[src/hdl/iswt_pkg.sv]
`default_nettype none
package iswt_pkg;

   localparam int FilterOrder  = 4;
   localparam int SampleBits   = 10;
   localparam int CoefBits     = 16;
   localparam int CoefFracBits = 14;
   localparam int OutFracBits  = 6;
   localparam int HistBits     = 24;
   localparam int OpBits       = HistBits + 1;
   localparam int ProdBits     = OpBits + CoefBits;
   localparam int AccBits      = ProdBits + 1;
   localparam int WeightBits   = 16;
   localparam int KgBits       = 8;
   localparam int NumBack      = 4;
   localparam int MacSteps     = 2 * FilterOrder + 1;
   localparam int StepBits     = $clog2(MacSteps);
   localparam int CsrIndexBits = 3;

   // configuration register indexes
   localparam logic [CsrIndexBits-1:0] RegFeedOuter  = 3'd0;
   localparam logic [CsrIndexBits-1:0] RegFeedInner  = 3'd1;
   localparam logic [CsrIndexBits-1:0] RegFeedCenter = 3'd2;
   localparam logic [CsrIndexBits-1:0] RegBackOne    = 3'd3;
   localparam logic [CsrIndexBits-1:0] RegBackTwo    = 3'd4;
   localparam logic [CsrIndexBits-1:0] RegBackThree  = 3'd5;
   localparam logic [CsrIndexBits-1:0] RegBackFour   = 3'd6;
   localparam logic [CsrIndexBits-1:0] RegFullScale  = 3'd7;

   // trend codes
   localparam logic [1:0] TrendSame = 2'd0;
   localparam logic [1:0] TrendUp   = 2'd1;
   localparam logic [1:0] TrendDown = 2'd2;

   typedef struct packed {
      logic                load;      // capture sample, clear accumulator
      logic                mul_en;    // multiply operands of step sel
      logic [StepBits-1:0] sel;
      logic                acc_en;    // add product into accumulator
      logic                round_en;  // round, saturate, shift histories
      logic                scale_en;  // clamp and scale to weight
      logic                out_load;  // load result registers
   } dp_cmd_type;

endpackage
`default_nettype wire

[src/hdl/iswt_datapath.sv]
`default_nettype none
module iswt_datapath
   import iswt_pkg::*;
(
   input  wire logic                    clock,
   input  wire logic                    reset,
   input  wire dp_cmd_type              cmd,
   input  wire logic [SampleBits-1:0]   adc_sample,
   input  wire logic                    csr_we,
   input  wire logic [CsrIndexBits-1:0] csr_index,
   input  wire logic [CoefBits-1:0]     csr_data,
   output logic [SampleBits-1:0]        filtered_sample,
   output logic [WeightBits-1:0]        weight_q8,
   output logic [1:0]                   trend,
   output logic                         display_update
);

   localparam logic signed [AccBits-1:0] RoundHalf = AccBits'(1) <<< (CoefFracBits - 1);
   localparam logic signed [AccBits-1:0] HistMax   = AccBits'((1 << (HistBits - 1)) - 1);
   localparam logic signed [AccBits-1:0] HistMin   = -(AccBits'(1) <<< (HistBits - 1));
   localparam logic [HistBits-1:0]       SampleMax = HistBits'((1 << SampleBits) - 1);

   logic signed [CoefBits-1:0] feed_outer_ff, feed_inner_ff, feed_center_ff;
   logic signed [CoefBits-1:0] back_ff [NumBack];
   logic [WeightBits-1:0]      full_scale_ff;

   logic [SampleBits-1:0]      in_hist_ff  [FilterOrder];
   logic signed [HistBits-1:0] out_hist_ff [FilterOrder];
   logic [KgBits-1:0]          last_kg_ff, last_kg_in;

   logic [SampleBits-1:0]      sample_ff;
   logic signed [OpBits-1:0]   op_a;
   logic signed [CoefBits-1:0] op_b;
   logic signed [ProdBits-1:0] prod_ff, prod_in;
   logic signed [AccBits-1:0]  acc_ff, acc_in;
   logic signed [AccBits-1:0]  acc_rnd, y_full;
   logic signed [HistBits-1:0] y_ff, y_in, y_int;
   logic [SampleBits-1:0]      filt_ff, filt_in;
   logic [SampleBits+WeightBits-1:0] scale_prod;
   logic [WeightBits-1:0]      weight_ff, weight_in;
   logic [KgBits-1:0]          whole_kg;
   logic [1:0]                 trend_ff, trend_in;
   logic                       update_ff, update_in;
   logic [SampleBits-1:0]      filt_out_ff;
   logic [WeightBits-1:0]      weight_out_ff;

   // config registers
   always_ff @(posedge clock) begin
      if (reset) begin
         feed_outer_ff  <= 16'sd2027;
         feed_inner_ff  <= 16'sd8108;
         feed_center_ff <= 16'sd12162;
         back_ff[0]     <= -16'sd5843;
         back_ff[1]     <= -16'sd8621;
         back_ff[2]     <= -16'sd1254;
         back_ff[3]     <= -16'sd330;
         full_scale_ff  <= 16'd7680;
      end else if (csr_we) begin
         unique case (csr_index)
            RegFeedOuter:  feed_outer_ff  <= csr_data;
            RegFeedInner:  feed_inner_ff  <= csr_data;
            RegFeedCenter: feed_center_ff <= csr_data;
            RegBackOne:    back_ff[0]     <= csr_data;
            RegBackTwo:    back_ff[1]     <= csr_data;
            RegBackThree:  back_ff[2]     <= csr_data;
            RegBackFour:   back_ff[3]     <= csr_data;
            RegFullScale:  full_scale_ff  <= csr_data;
            default:       ;
         endcase
      end
   end

   // operand select: steps 0..4 feed taps, 5..8 feedback taps
   always_comb begin
      op_a = '0;
      op_b = '0;
      unique case (cmd.sel)
         4'd0: begin
            op_a = OpBits'({sample_ff, {OutFracBits{1'b0}}});
            op_b = feed_outer_ff;
         end
         4'd1: begin
            op_a = OpBits'({in_hist_ff[0], {OutFracBits{1'b0}}});
            op_b = feed_inner_ff;
         end
         4'd2: begin
            op_a = OpBits'({in_hist_ff[1], {OutFracBits{1'b0}}});
            op_b = feed_center_ff;
         end
         4'd3: begin
            op_a = OpBits'({in_hist_ff[2], {OutFracBits{1'b0}}});
            op_b = feed_inner_ff;
         end
         4'd4: begin
            op_a = OpBits'({in_hist_ff[3], {OutFracBits{1'b0}}});
            op_b = feed_outer_ff;
         end
         4'd5: begin
            op_a = {out_hist_ff[0][HistBits-1], out_hist_ff[0]};
            op_b = back_ff[0];
         end
         4'd6: begin
            op_a = {out_hist_ff[1][HistBits-1], out_hist_ff[1]};
            op_b = back_ff[1];
         end
         4'd7: begin
            op_a = {out_hist_ff[2][HistBits-1], out_hist_ff[2]};
            op_b = back_ff[2];
         end
         4'd8: begin
            op_a = {out_hist_ff[3][HistBits-1], out_hist_ff[3]};
            op_b = back_ff[3];
         end
         default: ;
      endcase
   end

   assign prod_in = op_a * op_b;
   assign acc_in  = cmd.load ? '0 : acc_ff + {prod_ff[ProdBits-1], prod_ff};

   // round half up, floor shift, saturate to history width
   assign acc_rnd = acc_ff + RoundHalf;
   assign y_full  = acc_rnd >>> CoefFracBits;
   always_comb begin
      if (y_full > HistMax)      y_in = HistMax[HistBits-1:0];
      else if (y_full < HistMin) y_in = HistMin[HistBits-1:0];
      else                       y_in = y_full[HistBits-1:0];
   end

   // clamp integer part to sample range, then scale
   assign y_int = y_ff >>> OutFracBits;
   always_comb begin
      if (y_int[HistBits-1])           filt_in = '0;
      else if (y_int > $signed(SampleMax)) filt_in = SampleMax[SampleBits-1:0];
      else                             filt_in = y_int[SampleBits-1:0];
   end
   assign scale_prod = filt_in * full_scale_ff;
   assign weight_in  = scale_prod[SampleBits +: WeightBits];

   assign whole_kg = weight_ff[WeightBits-1 -: KgBits];
   always_comb begin
      trend_in   = TrendSame;
      update_in  = 1'b0;
      last_kg_in = last_kg_ff;
      if (whole_kg != last_kg_ff) begin
         trend_in   = (whole_kg > last_kg_ff) ? TrendUp : TrendDown;
         update_in  = 1'b1;
         last_kg_in = whole_kg;
      end
   end

   // state with reset
   always_ff @(posedge clock) begin
      if (reset) begin
         for (int i = 0; i < FilterOrder; i++) begin
            in_hist_ff[i]  <= '0;
            out_hist_ff[i] <= '0;
         end
         last_kg_ff <= '0;
      end else begin
         if (cmd.round_en) begin
            for (int i = FilterOrder - 1; i > 0; i--) begin
               in_hist_ff[i]  <= in_hist_ff[i-1];
               out_hist_ff[i] <= out_hist_ff[i-1];
            end
            in_hist_ff[0]  <= sample_ff;
            out_hist_ff[0] <= y_in;
         end
         if (cmd.out_load) last_kg_ff <= last_kg_in;
      end
   end

   // payload registers
   always_ff @(posedge clock) begin
      if (cmd.load)                   sample_ff <= adc_sample;
      if (cmd.mul_en)                 prod_ff   <= prod_in;
      if (cmd.load || cmd.acc_en)     acc_ff    <= acc_in;
      if (cmd.round_en)               y_ff      <= y_in;
      if (cmd.scale_en) begin
         filt_ff   <= filt_in;
         weight_ff <= weight_in;
      end
      if (cmd.out_load) begin
         filt_out_ff   <= filt_ff;
         weight_out_ff <= weight_ff;
         trend_ff      <= trend_in;
         update_ff     <= update_in;
      end
   end

   assign filtered_sample = filt_out_ff;
   assign weight_q8       = weight_out_ff;
   assign trend           = trend_ff;
   assign display_update  = update_ff;

endmodule
`default_nettype wire

[src/hdl/iswt_ctrl.sv]
`default_nettype none
module iswt_ctrl
   import iswt_pkg::*;
(
   input  wire logic  clock,
   input  wire logic  reset,
   input  wire logic  req_valid,
   output logic       req_stall,
   output logic       rsp_valid,
   input  wire logic  rsp_stall,
   output dp_cmd_type cmd
);

   typedef enum logic [2:0] {
      ST_IDLE, ST_MAC, ST_LAST, ST_ROUND, ST_SCALE, ST_DONE
   } state_type;

   localparam logic [StepBits-1:0] LastStep = StepBits'(MacSteps - 1);

   state_type           state_ff, state_in;
   logic [StepBits-1:0] step_ff, step_in;
   logic                acc_en_ff;
   logic                rsp_valid_ff, rsp_valid_in;
   logic                out_free;

   assign req_stall = (state_ff != ST_IDLE);
   assign out_free  = !(rsp_valid_ff && rsp_stall);

   always_comb begin
      cmd          = '0;
      cmd.load     = (state_ff == ST_IDLE) && req_valid;
      cmd.mul_en   = (state_ff == ST_MAC);
      cmd.sel      = step_ff;
      cmd.acc_en   = acc_en_ff;
      cmd.round_en = (state_ff == ST_ROUND);
      cmd.scale_en = (state_ff == ST_SCALE);
      cmd.out_load = (state_ff == ST_DONE) && out_free;
   end

   always_comb begin
      state_in     = state_ff;
      step_in      = step_ff;
      rsp_valid_in = cmd.out_load ? 1'b1 : (rsp_valid_ff && rsp_stall);
      unique case (state_ff)
         ST_IDLE: begin
            step_in = '0;
            if (req_valid) state_in = ST_MAC;
         end
         ST_MAC: begin
            step_in = step_ff + 1'b1;
            if (step_ff == LastStep) state_in = ST_LAST;
         end
         ST_LAST:  state_in = ST_ROUND;
         ST_ROUND: state_in = ST_SCALE;
         ST_SCALE: state_in = ST_DONE;
         ST_DONE:  if (out_free) state_in = ST_IDLE;
         default:  state_in = ST_IDLE;
      endcase
   end

   always_ff @(posedge clock) begin
      if (reset) begin
         state_ff     <= ST_IDLE;
         step_ff      <= '0;
         acc_en_ff    <= 1'b0;
         rsp_valid_ff <= 1'b0;
      end else begin
         state_ff     <= state_in;
         step_ff      <= step_in;
         acc_en_ff    <= cmd.mul_en;
         rsp_valid_ff <= rsp_valid_in;
      end
   end

   assign rsp_valid = rsp_valid_ff;

endmodule
`default_nettype wire

[src/hdl/iir_scale_weight_trend_top.sv]
// Load-cell weight filter with whole-kg trend detection.
// Input channel req_*: one 10-bit ADC sample per item, accepted when
//   req_valid is high and req_stall is low.
// Result channel rsp_*: one item per input item carrying the clamped filter
//   output, the weight in 1/256 kg, the trend code and the update flag.
// Config channel csr_*: csr_ready is always high; index 0..7 selects the
//   coefficient or full-scale register. Write only while the block is idle.
// Datapath: one shared 25x16 multiplier works through nine taps, one per cycle.
// The filter loop (nine MAC steps, rounding, scaling, compare) runs one item
//   at a time; req_stall stays high until its result is loaded for output.
// A new item can be accepted while the previous result waits in the output
//   register; if rsp_stall is still high when the next result is ready,
//   the block holds it and keeps req_stall high until the old one leaves.
// Reset (synchronous, active high) restores default coefficients, clears
//   sample and output history, last whole-kg value and rsp_valid.
`default_nettype none
module iir_scale_weight_trend_top
   import iswt_pkg::*;
(
   input  wire logic                    clock,
   input  wire logic                    reset,
   input  wire logic                    req_valid,
   output logic                         req_stall,
   input  wire logic [SampleBits-1:0]   req_adc_sample,
   output logic                         rsp_valid,
   input  wire logic                    rsp_stall,
   output logic [SampleBits-1:0]        rsp_filtered_sample,
   output logic [WeightBits-1:0]        rsp_weight_q8,
   output logic [1:0]                   rsp_trend,
   output logic                         rsp_display_update,
   input  wire logic                    csr_valid,
   output logic                         csr_ready,
   input  wire logic [CsrIndexBits-1:0] csr_index,
   input  wire logic [CoefBits-1:0]     csr_data
);

   dp_cmd_type cmd;

   // config writes always taken
   assign csr_ready = 1'b1;

   iswt_ctrl u_ctrl (
      .clock     (clock),
      .reset     (reset),
      .req_valid (req_valid),
      .req_stall (req_stall),
      .rsp_valid (rsp_valid),
      .rsp_stall (rsp_stall),
      .cmd       (cmd)
   );

   iswt_datapath u_dp (
      .clock           (clock),
      .reset           (reset),
      .cmd             (cmd),
      .adc_sample      (req_adc_sample),
      .csr_we          (csr_valid && csr_ready),
      .csr_index       (csr_index),
      .csr_data        (csr_data),
      .filtered_sample (rsp_filtered_sample),
      .weight_q8       (rsp_weight_q8),
      .trend           (rsp_trend),
      .display_update  (rsp_display_update)
   );

endmodule
`default_nettype wire

[config.mk]
export PLATFORM = sky130hd
export DESIGN_NAME = iir_scale_weight_trend_top
export DESIGN_NICKNAME = d
export VERILOG_FILES = /design/src/hdl/iswt_pkg.sv /design/src/hdl/iswt_datapath.sv /design/src/hdl/iswt_ctrl.sv /design/src/hdl/iir_scale_weight_trend_top.sv
export SDC_FILE = /design/constraint.sdc
export NUM_CORES = 2
export LEC_CHECK = 0
export BUFFER_PORTS_ARGS = -buffer_cell sky130_fd_sc_hd__clkbuf_2
export CORE_ASPECT_RATIO = 0.7
export CORE_MARGIN = 2
export CORE_UTILIZATION = 31
export CTS_BUF_LIST = sky130_fd_sc_hd__clkbuf_8
export CTS_CLUSTER_DIAMETER = 30
export CTS_CLUSTER_SIZE = 40
export DETAILED_ROUTE_END_ITERATION = 6
export GPL_TIMING_DRIVEN = 1
export PLACE_DENSITY = 0.48
export SYNTH_ARGS = -nofsm -noshare
export SYNTH_HDL_FRONTEND = slang
export SYNTH_SLANG_ARGS = --single-unit
[constraint.sdc]
create_clock -name clock -period 10.54 [get_ports clock]
set_clock_uncertainty 0.15 [all_clocks]
set_input_delay 0.527 -clock clock [delete_from_list [all_inputs] [get_ports clock]]
set_output_delay 0.527 -clock clock [all_outputs]
set_load 0.03 [all_outputs]
==> flow_summary.toml <==
[synthesis]
synth_area_per_cell_sq_um = 10.1
synth-seq-cells = 447
syn_nets = 4555
yosys-top-cells-count = "inv_1, fa_1, nand2_1, edfxtp_1, nor2_1"
netlist_area_sq_um = 38700
yosysSeqAreaShare = 0.326
yosys_warnings = 0
synth_edf_count = 366
synth_cell_types = 83
synth_area_leader_cell = "edfxtp_1"
yosys-top-cells-area = "edfxtp_1, fa_1, ha_1"
synth_most_common_cell = "inv_1"
synth_cells = 3820
async_flop_share = 0
synthFlopType = "edfxtp_1"
yosys.area.top_type_share = 0.284

[critical_path]
critPathMaxFanout = 17
crit_required_ps = 10890
end_kind = "flip-flop"
crit_slowest_cell = "and3_1"
critical_path.max_stage_delay_ps = 760
critPathLaunchType = "flip-flop"
crit_family = "adder cells"
regToRegSetupSlack_ps = 1150
worst_ep_arrival_time_ps = 9740
reg2reg_to = "u_dp.prod_ff[40]"
crit_type = "reg -> reg"
reg2reg_depth = 28
path_buf_inv = 6
rr_startpoint = "u_ctrl.step_ff[1]"
crit_top_cell = "fa_1"

[cts]
cts_root_buffer = "clkbuf_8"
ctsLongestPathBuffers = 3
ctsHoldBuffers = 28
h-tree-depth = 3
cts_resized = 0
cts_buffers = 98
post_cts_buffers = 0
cts_tree = "done"
clkSlewWorstSetupHoldPaths_ps = 60
cts_sinks = 447
clkLatencyLatePin_ps = 770

[cells_and_area]
nNetsFinal = 4666
final_util = 0.353
drive_gt1_frac = 0.0921
area_growth_syn_to_layout_pct = 12.9
fin_area_sq_um = 43700

[sta]
setup_tns_ps = 0
hold_ws_ps = 178
fin_crit_ps = 9390
slew_viol_final = 0
fmax_mhz = 106
timing.slew.headroom = 0.112
layout_worst_path_cycle_share = 0.891
setup_viol_count_final = 0
rsz0062_at_grt = "false"
worstMarginPinSlew_ps = 1320
hold_viol = 0

[min_path]
hold_path.class = "in -> reg"
hold_path_end = "u_dp.last_kg_ff[7]"
holdCritStartpoint = "reset"
whs_path_depth = 2

[power]
sw_frac_of_total = 0.426
leakage_nw = 19.4
seqPwrFrac = 0.261
p_int_w = 0.00532
p_switching_w = 0.00395
clkPwrFrac = 0.237
ir_worst_vdd_v = 0.000287
combPwrFrac = 0.502
p_per_area_nw_per_um2 = 212

[floorplanning]
core_area_sq_um = 124000
rows = 108
die_w_um = 426
die_area_sq_um = 128000
start_util = 0.312
die_h_um = 300
ios = 66

[route]
ant_nets = 0
wirelength_um = 114000
dr.pass1.iters = 5
drt_drc_violations_left = 0
first_iter_violations = 2165
vias_per_cell = 4.86
vias = 27600
wl_per_cell_um = 20.2

[place]
placed_area_sq_um = 41200
dp_hpwl_um = 86700
gp_congestion = 0.869
portBuffers = 64

[global_route]
grt_max_degree = 86
grt_pass1_vias = 27700
grt_pass1_wl_um = 177000
antenna_found_initial = 4
grt_usage = 0.183
grt_overflow = 0

[status]
status = "finished clean"

[job]
max_cap_viol_count = 0
-- state kept, by name, summed over array words and instances, names as in the netlist --
name	cells
u_ctrl.acc_en_ff	1
u_ctrl.rsp_valid	1
u_ctrl.state_ff	3
u_ctrl.step_ff	4
u_dp.acc_ff	42
u_dp.back_ff	64
u_dp.display_update	1
u_dp.feed_center_ff	16
u_dp.feed_inner_ff	16
u_dp.feed_outer_ff	16
u_dp.filt_ff	10
u_dp.filtered_sample	10
u_dp.full_scale_ff	16
u_dp.in_hist_ff	40
u_dp.last_kg_ff	8
u_dp.out_hist_ff	96
u_dp.prod_ff	41
u_dp.sample_ff	10
u_dp.trend	2
u_dp.weight_ff	16
u_dp.weight_q8	16
u_dp.y_ff	18
-- through the flow --
| stage | setup slack (ps) | instances | power [W] |
|---|---|---|---|
| detailed placement | 1220 | 5453 | 0.00694 |
| global route | 804 | 5667 | 0.00998 |
| finish | 1150 | 5668 | 0.00927 |
| global placement | 1230 | 5453 | 0.00703 |
| floorplan | 2570 | 3820 | 0.00566 |
| CTS | 1250 | 5666 | 0.00929 |
-- worst reg2reg max path, delay by kind of cell (launching register included) --
family / cells / cell delay, ps
and+or+nand+nor: 7 / 2170
buffers and inverters: 6 / 860
adders and majority gates: 8 / 3840
DFF: 1 / 350
xor gates and xnor gates: 1 / 100
AOI/OAI and AO/OA: 6 / 1700
-- cell type report --
class,count,area [sq um]
well taps,1650,2060
inverters,574,2150
diodes,2,5.00
clock buffers,99,1360
flip-flops and latches,447,12600
fillers,12500,80200
clock inverters,86,891
multi-input cells,2630,23400
repair buffers,180,1260
-- kinds of logic (layout without fill, tap and decap cells) --
family	after synthesis	in the layout	share of synthesized area
AOI/OAI and AO/OA	502	502	0.0914
xor gates and xnor gates	113	113	0.0256
adders and majority gates	701	701	0.321
buffers and inverters	743	939	0.0729
DFF	447	447	0.326
muxes	10	10	0.00262
other	1	3	0.0000969
and+or+nand+nor	1303	1303	0.160
-- worst max path at each step --
stage                 startpoint               end  slack, ps  depth (start not counted)
2_1_floorplan  u_ctrl.step_ff[0]  u_dp.prod_ff[40]       2570                         30
3_3_place_gp   u_ctrl.step_ff[1]  u_dp.prod_ff[40]       1230                         28
3_5_place_dp   u_ctrl.step_ff[1]  u_dp.prod_ff[40]       1220                         28
4_1_cts        u_ctrl.step_ff[1]  u_dp.prod_ff[40]       1250                         28
5_1_grt        u_ctrl.step_ff[3]  u_dp.prod_ff[40]        800                         28
6_report       u_ctrl.step_ff[1]  u_dp.prod_ff[40]       1150                         28
-- layout by cell type, fill, tap and decap left out, types with 62 or more instances in the layout --
master    synthesis  layout
inv_1           573     586
fa_1            489     489
nand2_1         457     457
edfxtp_1        366     366
nor2_1          339     334
and2_1          215     212
ha_1            212     212
a21oi_1         125     124
clkbuf_8          0      99
buf_4             2      89
o21ai_0          85      85
dfxtp_1          81      81
xnor2_1          77      77
clkbuf_2          1      63
nand2b_1         64      62
-- metal layers --
metal,track usage,routed length (um)
met1,0.306,61900
met5,0,0
met4,0.0397,1980
met3,0.0453,8680
met2,0.227,41900
-- power groups by stage --
stage                     registers, W  logic, W  clock network (W)
after floorplan                0.00238   0.00328                  0
after detailed placement       0.00244   0.00450                  0
after global routing           0.00244   0.00520            0.00234
after CTS                      0.00242   0.00462            0.00225
final                          0.00242   0.00466            0.00220
after global placement         0.00245   0.00458                  0
(Power assumes the default switching activity.)
